`config.mk`:
```
export PLATFORM = sky130hd
export DESIGN_NAME = ultrasonic_echo_ranger
export DESIGN_NICKNAME = d
export VERILOG_FILES = /design/src/hdl/uer_pkg.sv /design/src/hdl/ultrasonic_echo_ranger.sv
export VERILOG_INCLUDE_DIRS = /design/src /design/src/hdl
export SDC_FILE = /design/constraint.sdc
export NUM_CORES = 1
export LEC_CHECK = 0
export ABC_AREA = 1
export BUFFER_PORTS_ARGS = -buffer_cell sky130_fd_sc_hd__buf_2
export CORE_AREA = 2 2 114 138
export DETAILED_ROUTE_END_ITERATION = 16
export DIE_AREA = 0 0 116 140
export MAX_ROUTING_LAYER = met4
export PLACE_DENSITY = 0.71
export SLEW_MARGIN = 20
export SYNTH_ARGS = -nofsm -noshare
export SYNTH_HDL_FRONTEND = slang
export SYNTH_SLANG_ARGS = --single-unit
```
`constraint.sdc`:
```
create_clock -name clk -period 19.1 [get_ports clk]
set_input_delay 0.955 -clock clk [delete_from_list [all_inputs] [get_ports clk]]
set_output_delay 0.955 -clock clk [all_outputs]
set_load 0.05 [all_outputs]
```
`src/hdl/assert_macros.svh`:
```
// ---------------------------------------------------------------------------
// assert_macros.svh
// Shared concurrent assertion macros for the RTL.
// ---------------------------------------------------------------------------
`ifndef ASSERT_MACROS_SVH
`define ASSERT_MACROS_SVH

// Same-cycle implication, disabled while in reset.
`define ASSERT_IMPLIES(name, clk, rst_n, ante, cons) \
    name: assert property (@(posedge clk) disable iff (!rst_n) (ante) |-> (cons)) \
        else $error("assertion failed: same-cycle implication");

// Next-cycle implication, disabled while in reset.
`define ASSERT_NEXT(name, clk, rst_n, ante, cons) \
    name: assert property (@(posedge clk) disable iff (!rst_n) (ante) |=> (cons)) \
        else $error("assertion failed: next-cycle implication");

`endif

```
`src/hdl/uer_pkg.sv`:
```
// ---------------------------------------------------------------------------
// uer_pkg
// Constants, register indexes and the count-to-distance function of the
// ultrasonic echo ranger.
// ---------------------------------------------------------------------------
`default_nettype none

package uer_pkg;

    localparam int CFG_W      = 6;
    localparam int CFG_ADDR_W = 1;
    localparam int DIST_W     = 9;
    localparam int COUNT_W    = 6;

    localparam logic [CFG_W-1:0]   RESET_ECHO_LIMIT   = 6'd25;
    localparam logic [CFG_W-1:0]   RESET_READ_TIMEOUT = 6'd30;
    localparam logic [COUNT_W-1:0] COUNT_MAX          = 6'd63;
    localparam logic [DIST_W-1:0]  MAX_CM             = 9'd400;
    localparam logic [DIST_W-1:0]  MIN_CM             = 9'd2;
    localparam logic [DIST_W-1:0]  ONE_TICK_CM        = 9'd17;
    localparam logic [14:0]        SOUND_NUM          = 15'd343;
    // floor(q / 5) == (q * RECIP_5) >> 18 for every q below 2**18
    localparam logic [28:0]        RECIP_5            = 29'd52429;

    typedef enum logic [CFG_ADDR_W-1:0] {
        CFG_ECHO_LIMIT   = 1'b0,
        CFG_READ_TIMEOUT = 1'b1
    } cfg_index_t;

    typedef enum logic {
        STATUS_OK      = 1'b0,
        STATUS_TIMEOUT = 1'b1
    } status_t;

    // count * 343 / 20, clamped to 2..400, floor of 17 for a single tick
    function automatic logic [DIST_W-1:0] range_from_count(input logic [COUNT_W-1:0] n);
        logic [14:0] prod;
        logic [12:0] quarter;
        logic [28:0] scaled;
        logic [10:0] d;
        logic [DIST_W-1:0] r;
        prod    = 15'(n) * SOUND_NUM;
        quarter = prod[14:2];
        scaled  = 29'(quarter) * RECIP_5;
        d       = scaled[28:18];
        if (d < 11'(MIN_CM))
            r = MIN_CM;
        else if (d > 11'(MAX_CM))
            r = MAX_CM;
        else
            r = d[DIST_W-1:0];
        if (r < ONE_TICK_CM && n == 6'd1)
            r = ONE_TICK_CM;
        return r;
    endfunction

endpackage

`default_nettype wire

```
`src/hdl/ultrasonic_echo_ranger.sv`:
```
// ---------------------------------------------------------------------------
// ultrasonic_echo_ranger
// Echo pulse-width range measurement with armed read and timeout.
// ---------------------------------------------------------------------------
// Usage:
//   Slave stream s_*: one transaction per tick or trigger. s_tuser = 1 is a
//   trigger (start), s_tuser = 0 is a tick with the echo level in s_tdata[0].
//   Master stream m_*: at most one result per input transaction, carrying
//   the distance and counted ticks in m_tdata and the status in m_tuser.
//   Config port: cfg_we/cfg_addr/cfg_wdata, write only while idle.
//   An input taken into the input register is evaluated against the
//   measurement state, and its result is registered and presented on m_*.
//   Throughput: one input per cycle while the receiver does not stall, set by
//   the single state-update step between the input and result registers.
//   Reset clears all measurement state and loads echo_limit = 25 and
//   read_timeout = 30. When the receiver stalls, the result is held and the
//   input register still fills, so at most one more input is taken before
//   s_tready drops.
// ---------------------------------------------------------------------------
`default_nettype none

module ultrasonic_echo_ranger
(
    input  wire logic                          clk,
    input  wire logic                          rst_n,
    input  wire logic                          s_tvalid,
    output      logic                          s_tready,
    input  wire logic [7:0]                    s_tdata,   // [0] echo_level
    input  wire logic                          s_tuser,   // [0] kind
    output      logic                          m_tvalid,
    input  wire logic                          m_tready,
    output      logic [15:0]                   m_tdata,   // [8:0] distance_cm, [14:9] echo_ticks
    output      logic                          m_tuser,   // [0] status
    input  wire logic                          cfg_we,
    input  wire logic [uer_pkg::CFG_ADDR_W-1:0] cfg_addr,
    input  wire logic [uer_pkg::CFG_W-1:0]     cfg_wdata
);
    import uer_pkg::*;

    logic                 in_valid_reg, in_valid_next;
    logic                 in_kind_reg;
    logic                 in_level_reg;

    logic [CFG_W-1:0]     echo_limit_reg, echo_limit_next;
    logic [CFG_W-1:0]     read_timeout_reg, read_timeout_next;

    logic                 prev_echo_reg, prev_echo_next;
    logic                 measuring_reg, measuring_next;
    logic                 done_flag_reg, done_flag_next;
    logic [COUNT_W-1:0]   high_count_reg, high_count_next;
    logic [DIST_W-1:0]    distance_reg, distance_next;
    logic                 read_armed_reg, read_armed_next;
    logic [COUNT_W-1:0]   wait_elapsed_reg, wait_elapsed_next;

    logic                 out_valid_reg, out_valid_next;
    logic [DIST_W-1:0]    out_distance_reg, out_distance_next;
    logic                 out_status_reg, out_status_next;
    logic [COUNT_W-1:0]   out_ticks_reg, out_ticks_next;

    logic                 advance;
    logic                 fire;
    logic                 res_valid;
    logic [DIST_W-1:0]    res_distance;
    logic                 res_status;

    assign advance  = !out_valid_reg || m_tready;
    assign fire     = in_valid_reg && advance;
    assign s_tready = !in_valid_reg || advance;

    assign m_tvalid = out_valid_reg;
    assign m_tdata  = {1'b0, out_ticks_reg, out_distance_reg};
    assign m_tuser  = out_status_reg;

    always_comb
    begin
        echo_limit_next   = echo_limit_reg;
        read_timeout_next = read_timeout_reg;
        if (cfg_we)
        begin
            unique case (cfg_index_t'(cfg_addr))
                CFG_ECHO_LIMIT:   echo_limit_next   = cfg_wdata;
                CFG_READ_TIMEOUT: read_timeout_next = cfg_wdata;
                default:          ;
            endcase
        end
    end

    always_comb
    begin
        in_valid_next = s_tready ? s_tvalid : in_valid_reg;
    end

    always_comb
    begin
        prev_echo_next    = prev_echo_reg;
        measuring_next    = measuring_reg;
        done_flag_next    = done_flag_reg;
        high_count_next   = high_count_reg;
        distance_next     = distance_reg;
        read_armed_next   = read_armed_reg;
        wait_elapsed_next = wait_elapsed_reg;
        res_valid         = 1'b0;
        res_distance      = '0;
        res_status        = STATUS_OK;

        if (in_kind_reg)
        begin
            measuring_next    = 1'b0;
            done_flag_next    = 1'b0;
            high_count_next   = '0;
            distance_next     = '0;
            read_armed_next   = 1'b1;
            wait_elapsed_next = '0;
        end
        else
        begin
            if (in_level_reg && !prev_echo_reg)
            begin
                measuring_next  = 1'b1;
                high_count_next = '0;
                done_flag_next  = 1'b0;
            end
            else if (!in_level_reg && prev_echo_reg)
            begin
                measuring_next = 1'b0;
                done_flag_next = 1'b1;
                distance_next  = range_from_count(high_count_reg);
            end

            if (measuring_next && in_level_reg)
            begin
                if (high_count_next < COUNT_MAX)
                    high_count_next = high_count_next + 6'd1;
                if (high_count_next > echo_limit_reg || high_count_next == COUNT_MAX)
                begin
                    measuring_next = 1'b0;
                    done_flag_next = 1'b1;
                    distance_next  = MAX_CM;
                end
            end

            prev_echo_next = in_level_reg;

            if (read_armed_reg)
            begin
                if (done_flag_next)
                begin
                    done_flag_next  = 1'b0;
                    read_armed_next = 1'b0;
                    res_valid       = 1'b1;
                    res_distance    = distance_next;
                    res_status      = STATUS_OK;
                end
                else
                begin
                    if (wait_elapsed_reg < COUNT_MAX)
                        wait_elapsed_next = wait_elapsed_reg + 6'd1;
                    if (wait_elapsed_next >= read_timeout_reg)
                    begin
                        distance_next   = '0;
                        read_armed_next = 1'b0;
                        res_valid       = 1'b1;
                        res_distance    = '0;
                        res_status      = STATUS_TIMEOUT;
                    end
                end
            end
        end
    end

    always_comb
    begin
        out_valid_next    = out_valid_reg;
        out_distance_next = out_distance_reg;
        out_status_next   = out_status_reg;
        out_ticks_next    = out_ticks_reg;
        if (advance)
        begin
            out_valid_next    = fire && res_valid;
            out_distance_next = res_distance;
            out_status_next   = res_status;
            out_ticks_next    = high_count_next;
        end
    end

    always_ff @(posedge clk or negedge rst_n)
    begin
        if (!rst_n)
        begin
            in_valid_reg     <= 1'b0;
            echo_limit_reg   <= RESET_ECHO_LIMIT;
            read_timeout_reg <= RESET_READ_TIMEOUT;
            prev_echo_reg    <= 1'b0;
            measuring_reg    <= 1'b0;
            done_flag_reg    <= 1'b0;
            high_count_reg   <= '0;
            distance_reg     <= '0;
            read_armed_reg   <= 1'b0;
            wait_elapsed_reg <= '0;
            out_valid_reg    <= 1'b0;
        end
        else
        begin
            in_valid_reg     <= in_valid_next;
            echo_limit_reg   <= echo_limit_next;
            read_timeout_reg <= read_timeout_next;
            out_valid_reg    <= out_valid_next;
            if (fire)
            begin
                prev_echo_reg    <= prev_echo_next;
                measuring_reg    <= measuring_next;
                done_flag_reg    <= done_flag_next;
                high_count_reg   <= high_count_next;
                distance_reg     <= distance_next;
                read_armed_reg   <= read_armed_next;
                wait_elapsed_reg <= wait_elapsed_next;
            end
        end
    end

    always_ff @(posedge clk)
    begin
        if (s_tready && s_tvalid)
        begin
            in_kind_reg  <= s_tuser;
            in_level_reg <= s_tdata[0];
        end
        out_distance_reg <= out_distance_next;
        out_status_reg   <= out_status_next;
        out_ticks_reg    <= out_ticks_next;
    end

`include "assert_macros.svh"

    `ASSERT_IMPLIES(a_dist_in_range, clk, rst_n, 1'b1, distance_reg <= MAX_CM)
    `ASSERT_IMPLIES(a_timeout_zero, clk, rst_n, out_valid_reg && out_status_reg == STATUS_TIMEOUT, out_distance_reg == '0)
    `ASSERT_IMPLIES(a_success_range, clk, rst_n, out_valid_reg && out_status_reg == STATUS_OK, out_distance_reg >= MIN_CM && out_distance_reg <= MAX_CM)
    `ASSERT_NEXT(a_result_disarms, clk, rst_n, fire && res_valid, !read_armed_reg)

endmodule

`default_nettype wire
```
==> results of run 1 <==
[placed cells by master, fill, tap and decap left out, drive strengths merged, types with 11 or more instances in the layout]
cell type,n
ha,121
dfrtp,32
edfxtp,18
a21oi,36
fa,59
nand2,258
nand4,12
o21ai,42
nor2,82
buf,31
xor2,11
nand3,48
inv,252
[through the flow]
| stage | area (um^2) | setup WS (ns) |
|---|---|---|
| after floorplan | 8030 | 11.23 |
| after global routing | 8740 | 9.71 |
| after global placement | 8410 | 10.42 |
| after detailed placement | 8410 | 10.38 |
| after CTS | 8740 | 10.34 |
| final | 8740 | 10.37 |
[worst paths after layout]
path | cells past startpoint | slack [ns] | endpoint
setup / recovery | 41 | 10.37 | out_distance_reg[3]
hold / removal | 2 | 0.48 | distance_reg[3]
setup reg to reg | 41 | 10.37 | out_distance_reg[3]
hold reg to reg | 2 | 0.48 | distance_reg[3]
max in group asynchronous | 1 | 17.79 | measuring_reg
min in group asynchronous | 1 | 0.75 | echo_limit_reg[1]
[cell families after synthesis]
group / Yosys count
simple gates: 416
buf+inv: 262
compound gates: 107
other cells: 1
fa+ha+maj: 180
flops: 57
xor+xnor: 17
[per-layer routing]
layer	up-vias	share of wire [%]	track usage, %
li1	3315	-	-
met1	2896	43	27.9
met2	88	51	41.0
met3	32	2.4	1.99
met4	0	3.6	8.77
met5	-	0	-
[tightest hold or removal path: cells and delay by family, from the launching register on]
family           cells  cell delay (ns)
and+or+nand+nor      2             0.11
DFF                  1             0.34
[cell type report]
class,instances,area share (%)
inverter,255,11.0
clock inverter,6,1.22
clock buffer,10,2.62
tap,204,2.92
multi-input combinational,721,63.0
sequential,57,17.4
antenna,1,0.0286
timing repair buffer,31,1.77
==> metrics, run 1 <==
largest net degree at the start of global routing 40; Resized cells post-CTS 0; Routed WL per cell 13.2 um; Worst setup EP type register; # IOs 40; mux share of post-synthesis cell area 0%; Final HPWL DP 14.6 mm; Worst Hold Class register to register; initial antenna violation count 1; Starting Density 54.1%; xor/xnor share of the synthesized area 1.85%; number of synthesized register bits 57; # setup viols final 0; Layout fillers 1362; mapped cell area 8030 um^2; Final TNS setup 0 ns; post-synthesis simple-gate area fraction 24.9%; TritonCTS buffer count 9; gpl congestion 0.955; critical path's slowest cell fa_1; die width 116 um; startpoint types register; nets 1276; Reg-to-Reg Start high_count_reg[3]; CTS Hold Bufs 0; Die Height 140 um; Async SR Flop Fraction 68.4%; Buffers on Ports 31; Pre-antenna DRT Iters 4; Largest stage delay, worst path 0.59 ns; Final ANT Viol Nets 0; Post-synth EDFFs 18; CP Class register to register; clk_lat worst skew 0.33 ns; syn nets 1241; max-cap violations 0; Post-CTS Setup Inserts 0; 1st-iter DRT viols 273; Crit path buffers/inverters 7; RSZ-0062 raised after global routing no; first-pass GRT wire length 29.6 mm; list of most frequent post-synthesis cells 245 x inv_1, 219 x nand2_1, 121 x ha_1, 65 x nor2_1, 59 x fa_1; hold path start distance_reg[3]; hold slack 0.481 ns; origin of the worst setup path high_count_reg[3]; ratio of cells with drive above 1 in the final layout 12.9%; Avg Cell Area, Syn 7.72 um^2; final period utilization 45.7%; Root Buffer clkbuf_16; register clock-pin slew on the reported worst setup and hold paths 0.05 ns; Adder-Cell Fraction of Synth Area 33.6%; cell type with the largest total area after synthesis ha_1; upper clock frequency limit 0.115 GHz; row cnt 49; DRC Markers 0; core area 14800 um^2; slew at the pin closest to its max-slew limit 0.884 ns; vias in the first global route 6408; Syn Inst Count 1040; worst path required time 19.18 ns; clock skew 0.00798 ns; TritonCTS Sinks 57; Rel. slew slack 41.0%; CTS tree built; status finished clean; CP Max Fanout 9; CP top delay family adder cells; synth unique cells 57; gr usage total 23.5%; routed vias/inst 4.93; Slew Viols, Final 0; CTS Buffer Depth 2; area share of the largest cell type after synthesis 18.9%; ranking of synthesized cells by area ha_1 19%, fa_1 15%, inv_1 11%; FF/Latch Area 1530 um^2; final core area utilization 58.9%; placed cells 1268; die area 16200 um^2; H-tree Lvls 3; final hold viol count 0; drt total wl 17.0 mm; Yosys warnings 0; Final Instance Count excl. Fillers 1285; most common cell in the synthesized netlist inv_1; area grow syn2layout 8.86%; compound-cell area share of the yosys netlist 8.26%; GRT overflow 0; main combinational cell family by area after synthesis adder cells; Multi-input gate area 5510 um^2; DR vias 6331; Worst EP arrival 8.81 ns; Seq/Total Area, Yosys 19.0%; minimum clock period 8.73 ns; Post-synth top flop dfrtp_1
Power of run 1 is not shown: default switching activity piles up to over one toggle a cycle in this logic, so the estimate is an artifact.
==> inputs of run 2 (changes only) <==
==> constraint.sdc (replaced) <==
create_clock -name clk -period 8.9 [get_ports clk]
set_input_delay 0.445 -clock clk [delete_from_list [all_inputs] [get_ports clk]]
set_output_delay 0.445 -clock clk [all_outputs]
set_load 0.05 [all_outputs]
==> run 2 against run 1 <==
Core utilization increased by 0.72 points. Critical path type unchanged. Clock skew rose by 0.00065 ns. Design area increased by 1.2%. Non-clock buffer count grew 9. Register-to-register slack worse by 9.9 ns. Fmax grew 3.7%. Critical endpoint unchanged. Sequential share of layout area is 0.20 points lower. Final cell count grew 0.62%. Via count increased by 1.6%. Die area unchanged.
==> metrics, run 2 (synthesis results as in run 1) <==
H-tree Lvls 3 (unchanged); die width 116 um (unchanged); global routing usage on met3 2.68% (+0.69 points); nets 1285 (+0.71%); Root Buffer clkbuf_16; R2R setup slack 0.48 ns (-9.89 ns); GRT overflow 0 (unchanged); Final HPWL DP 15.0 mm (+2.3%); # setup viols final 0 (unchanged); 1st-iter DRT viols 300 (+9.9%); Buffers on Ports 31 (unchanged); GR met1 Demand/Resource 27.7% (-0.26 points); CTS Hold Bufs 0 (unchanged); worst path required time 8.97 ns (-10.21 ns); clk_lat worst skew 0.32 ns (about the same); core area 14800 um^2 (unchanged); worst setup margin 0.482 ns (-9.89 ns); busiest grt layer met2; Final TNS setup 0 ns (unchanged); Worst EP arrival 8.49 ns (-0.32 ns); vias in the first global route 6691 (+4.4%); antenna fix cells 0 (-1); die area 16200 um^2 (unchanged); Layout fillers 1397 (+2.6%); FF/Latch Area 1530 um^2 (about the same); Multi-input gate area 5570 um^2 (+1.2%); first-pass GRT wire length 30.4 mm (+2.8%); upper clock frequency limit 0.119 GHz (+3.7%); area grow syn2layout 10.2%; met2 Usage GRT 42.0% (+1.1 points); minimum clock period 8.42 ns (-0.308 ns); leading cell type in the layout, fill and taps excluded inv_1; Final ANT Viol Nets 0 (unchanged); slew at the pin closest to its max-slew limit 0.878 ns (-0.00613 ns); Routed WL per cell 13.4 um (+1.3%); Worst setup EP type register; # IOs 40 (unchanged); RSZ-0062 raised after global routing no; DP Worst Slack 0.293 ns (-10.08 ns); final period utilization 94.6% (+49 points); DR vias 6434 (+1.6%); critical path's slowest cell fa_2; Starting Density 54.1% (unchanged); TritonCTS buffer count 9 (unchanged); Largest stage delay, worst path 0.59 ns (about the same); drt total wl 17.3 mm (+1.9%); startpoint types register; final hold viol count 0 (unchanged); DRC Markers 0 (unchanged); routed vias/inst 4.98 (+1.0%); gr usage total 24.1% (+0.61 points); ratio of cells with drive above 1 in the final layout 15.1% (+2.2 points); critical path's most frequent cell inv_1; Slew Viols, Final 0 (unchanged); Rel. slew slack 41.4% (+0.41 points); register clock-pin slew on the reported worst setup and hold paths 0.05 ns (about the same); TritonCTS Sinks 57 (unchanged); most frequent cells in the layout 245 x inv_1, 219 x nand2_1, 119 x ha_1; Die Height 140 um (unchanged); gpl congestion 0.930 (-2.6%); CP Class register to register; initial antenna violation count 0 (-1); CTS tree built; max-cap violations 0 (unchanged); row cnt 49 (unchanged); R2R cell count 40 (-2.4%); CP Max Fanout 6 (-3); status finished clean; Pre-antenna DRT Iters 5 (+1); largest net degree at the start of global routing 40 (unchanged); Worst Hold Class input pin to async pin; CTS Buffer Depth 2 (unchanged); clock skew 0.00863 ns (+0.000652 ns)
-- run 2: metal layers --
metal	up-vias	routed length (um)
met3	37	444
met2	103	8890
met1	2970	7300
met4	0	694
met5	-	0
li1	3324	-
-- run 2: path summary, 6_finish.rpt --
check / start / end
max: high_count_reg[3] / out_distance_reg[3]
min: rst_n / echo_limit_reg[1]
max reg2reg: high_count_reg[3] / out_distance_reg[3]
min reg2reg: measuring_reg / measuring_reg
max in group asynchronous: rst_n / high_count_reg[3]
min in group clk: s_tuser / in_kind_reg
-- run 2: layout make-up --
type / instances / share of cell area (%)
multi-input cells: 721 / 63.0
inverters: 255 / 10.9
repair buffers: 40 / 2.52
clock inverters: 6 / 0.933
flip-flops and latches: 57 / 17.2
clock buffers: 10 / 2.59
well taps: 204 / 2.88
-- run 2: timing repair --
| action | 4_1_cts | 5_1_grt |
|---|---|---|
| buffers inserted | 0 | 2 |
| hold endpoints to repair | 0 | 0 |
| resized for setup | 0 | 15 |
| setup endpoints to repair | 0 | 16 |
-- run 2: critical path: cells and delay by family (launching register included) --
| kind | cells | cell delay [ns] |
|---|---|---|
| fa+ha+maj | 10 | 4.67 |
| simple gates | 16 | 1.40 |
| compound gates | 5 | 0.99 |
| buf+inv | 8 | 0.48 |
| flops | 1 | 0.47 |
| xor+xnor | 1 | 0.19 |
-- run 2: stage by stage --
stage	utilization (%)	hold WS [ns]	cell area, um^2	std cells
5_1_grt	59.6	0.292	8850	1293
4_1_cts	59.1	0.277	8770	1291
6_report	59.6	0.245	8850	1293
3_5_place_dp	57.0	0.474	8460	1275
2_1_floorplan	-	0.149	8030	1040
3_3_place_gp	57.0	0.463	8460	1275
Power of run 2 is left out for the same reason.
==> inputs of run 3 (changes only) <==
==> constraint.sdc (replaced) <==
create_clock -name clk -period 9.6 [get_ports clk]
set_input_delay 0.48 -clock clk [delete_from_list [all_inputs] [get_ports clk]]
set_output_delay 0.48 -clock clk [all_outputs]
set_load 0.05 [all_outputs]
==> run 3 against run 2 <==
Die area stayed put. Worst setup slack better by 0.49 ns. Fmax is 2.5% lower. Count of clock-buffer cells in the layout stayed put. Flip-flop and latch count stayed put. Final cell count is 0.62% lower. Core utilization is 0.84 points lower. Critical path type unchanged.
==> metrics, run 3 (synthesis results as in run 1) <==
leading cell type in the layout, fill and taps excluded inv_1; clk_lat worst skew 0.33 ns (about the same); Final TNS setup 0 ns (unchanged); first-pass GRT wire length 29.5 mm (-3.1%); startpoint types register; Worst setup EP type register; Resized cells post-CTS 0 (unchanged); drt total wl 16.9 mm (-2.6%); row cnt 49 (unchanged); 1st-iter DRT viols 307 (+2.3%); final period utilization 89.9% (-4.7 points); Routed WL per cell 13.1 um (-2.0%); initial antenna violation count 0 (unchanged); antenna fix cells 0 (unchanged); Rel. slew slack 40.4% (-1.0 points); TritonCTS buffer count 9 (unchanged); DR vias 6378 (-0.87%); critical path's most frequent cell fa_1; CTS Hold Bufs 0 (unchanged); gpl congestion 0.921 (-1.0%); Root Buffer clkbuf_16; Starting Density 54.1% (unchanged); DRC Markers 0 (unchanged); Layout fillers 1406 (+0.64%); FF/Latch Area 1530 um^2 (about the same); Final HPWL DP 14.5 mm (-3.0%); Slew Viols, Final 0 (unchanged); upper clock frequency limit 0.116 GHz (-2.5%); Worst Hold Class input pin to async pin; CTS tree built; Pre-antenna DRT Iters 5 (unchanged); slew at the pin closest to its max-slew limit 0.893 ns (+0.0150 ns); GRT overflow 0 (unchanged); worst path required time 9.68 ns (+0.71 ns); gr usage total 23.3% (-0.75 points); routed vias/inst 4.96 (-0.25%); CTS Buffer Depth 2 (unchanged); CP Max Fanout 9 (+3); Multi-input gate area 5510 um^2 (-1.1%); CP Class register to register; die width 116 um (unchanged); area grow syn2layout 8.63%; Largest stage delay, worst path 0.58 ns (about the same); H-tree Lvls 3 (unchanged); final hold viol count 0 (unchanged); core area 14800 um^2 (unchanged); Die Height 140 um (unchanged); critical path's slowest cell fa_1; hold slack 0.266 ns (+0.0204 ns); RSZ-0062 raised after global routing no; max-cap violations 0 (unchanged); Post-CTS Setup Inserts 0 (unchanged); clock skew 0.00818 ns (-0.000454 ns); most frequent cells in the layout 245 x inv_1, 219 x nand2_1, 121 x ha_1; Worst EP arrival 8.71 ns (+0.22 ns); register clock-pin slew on the reported worst setup and hold paths 0.05 ns (about the same); R2R setup slack 0.97 ns (+0.49 ns); largest net degree at the start of global routing 40 (unchanged); Final ANT Viol Nets 0 (unchanged); # IOs 40 (unchanged); Buffers on Ports 31 (unchanged); # setup viols final 0 (unchanged); TritonCTS Sinks 57 (unchanged); status finished clean; die area 16200 um^2 (unchanged); minimum clock period 8.63 ns (+0.213 ns); ratio of cells with drive above 1 in the final layout 13.0% (-2.1 points); vias in the first global route 6447 (-3.6%); nets 1277 (-0.62%)
-- run 3: cell count changes in the layout (fill, tap and decap cells not counted), sizes merged --
cell / before / now
buf: 40 / 32
clkinv: 7 / 5
clkinvlp: 0 / 2
-- run 3: worst paths after layout --
check	from	to	depth (start not counted)
worst max-delay path	high_count_reg[3]	out_distance_reg[1]	40
worst min-delay path	rst_n	echo_limit_reg[1]	1
worst max register to register	high_count_reg[3]	out_distance_reg[1]	40
worst min register to register	distance_reg[3]	distance_reg[3]	2
max in group asynchronous	rst_n	high_count_reg[4]	1
min in group clk	s_tuser	in_kind_reg	1
-- run 3: area by class of cell --
cell class	instances	area share [%]
multi-input combinational	721	63.1
sequential	57	17.5
inverter	255	11.0
tap	204	2.93
clock buffer	10	2.62
timing repair buffer	32	1.86
clock inverter	6	0.947
-- run 3: critical path: cells and delay by family, from the launching register on --
family	cells	cell delay, ns
AO/OA/AOI/OAI	3	0.57
XOR/XNOR	1	0.20
adder cells (fa/ha/maj)	10	4.75
buffers and inverters	6	0.36
flip-flops	1	0.51
AND/OR/NAND/NOR	20	1.99
-- run 3: per-layer routing --
layer  vias up  share of wire [%]  GRT usage [%]
li1       3321                  -              -
met1      2925                 43           28.1
met2        99                 50           40.4
met3        33                2.3           2.25
met4         0                3.7           8.27
met5         -                  0              -
-- run 3: stage by stage --
step | cell area [um^2] | util (%) | cells | setup WS, ns
6_report | 8720 | 58.8 | 1285 | 0.969
3_3_place_gp | 8410 | 56.7 | 1269 | 0.949
2_1_floorplan | 8030 | - | 1040 | 1.73
3_5_place_dp | 8410 | 56.7 | 1269 | 0.958
4_1_cts | 8720 | 58.8 | 1285 | 0.933
5_1_grt | 8720 | 58.8 | 1285 | 0.264
Power of run 3 is left out for the same reason.
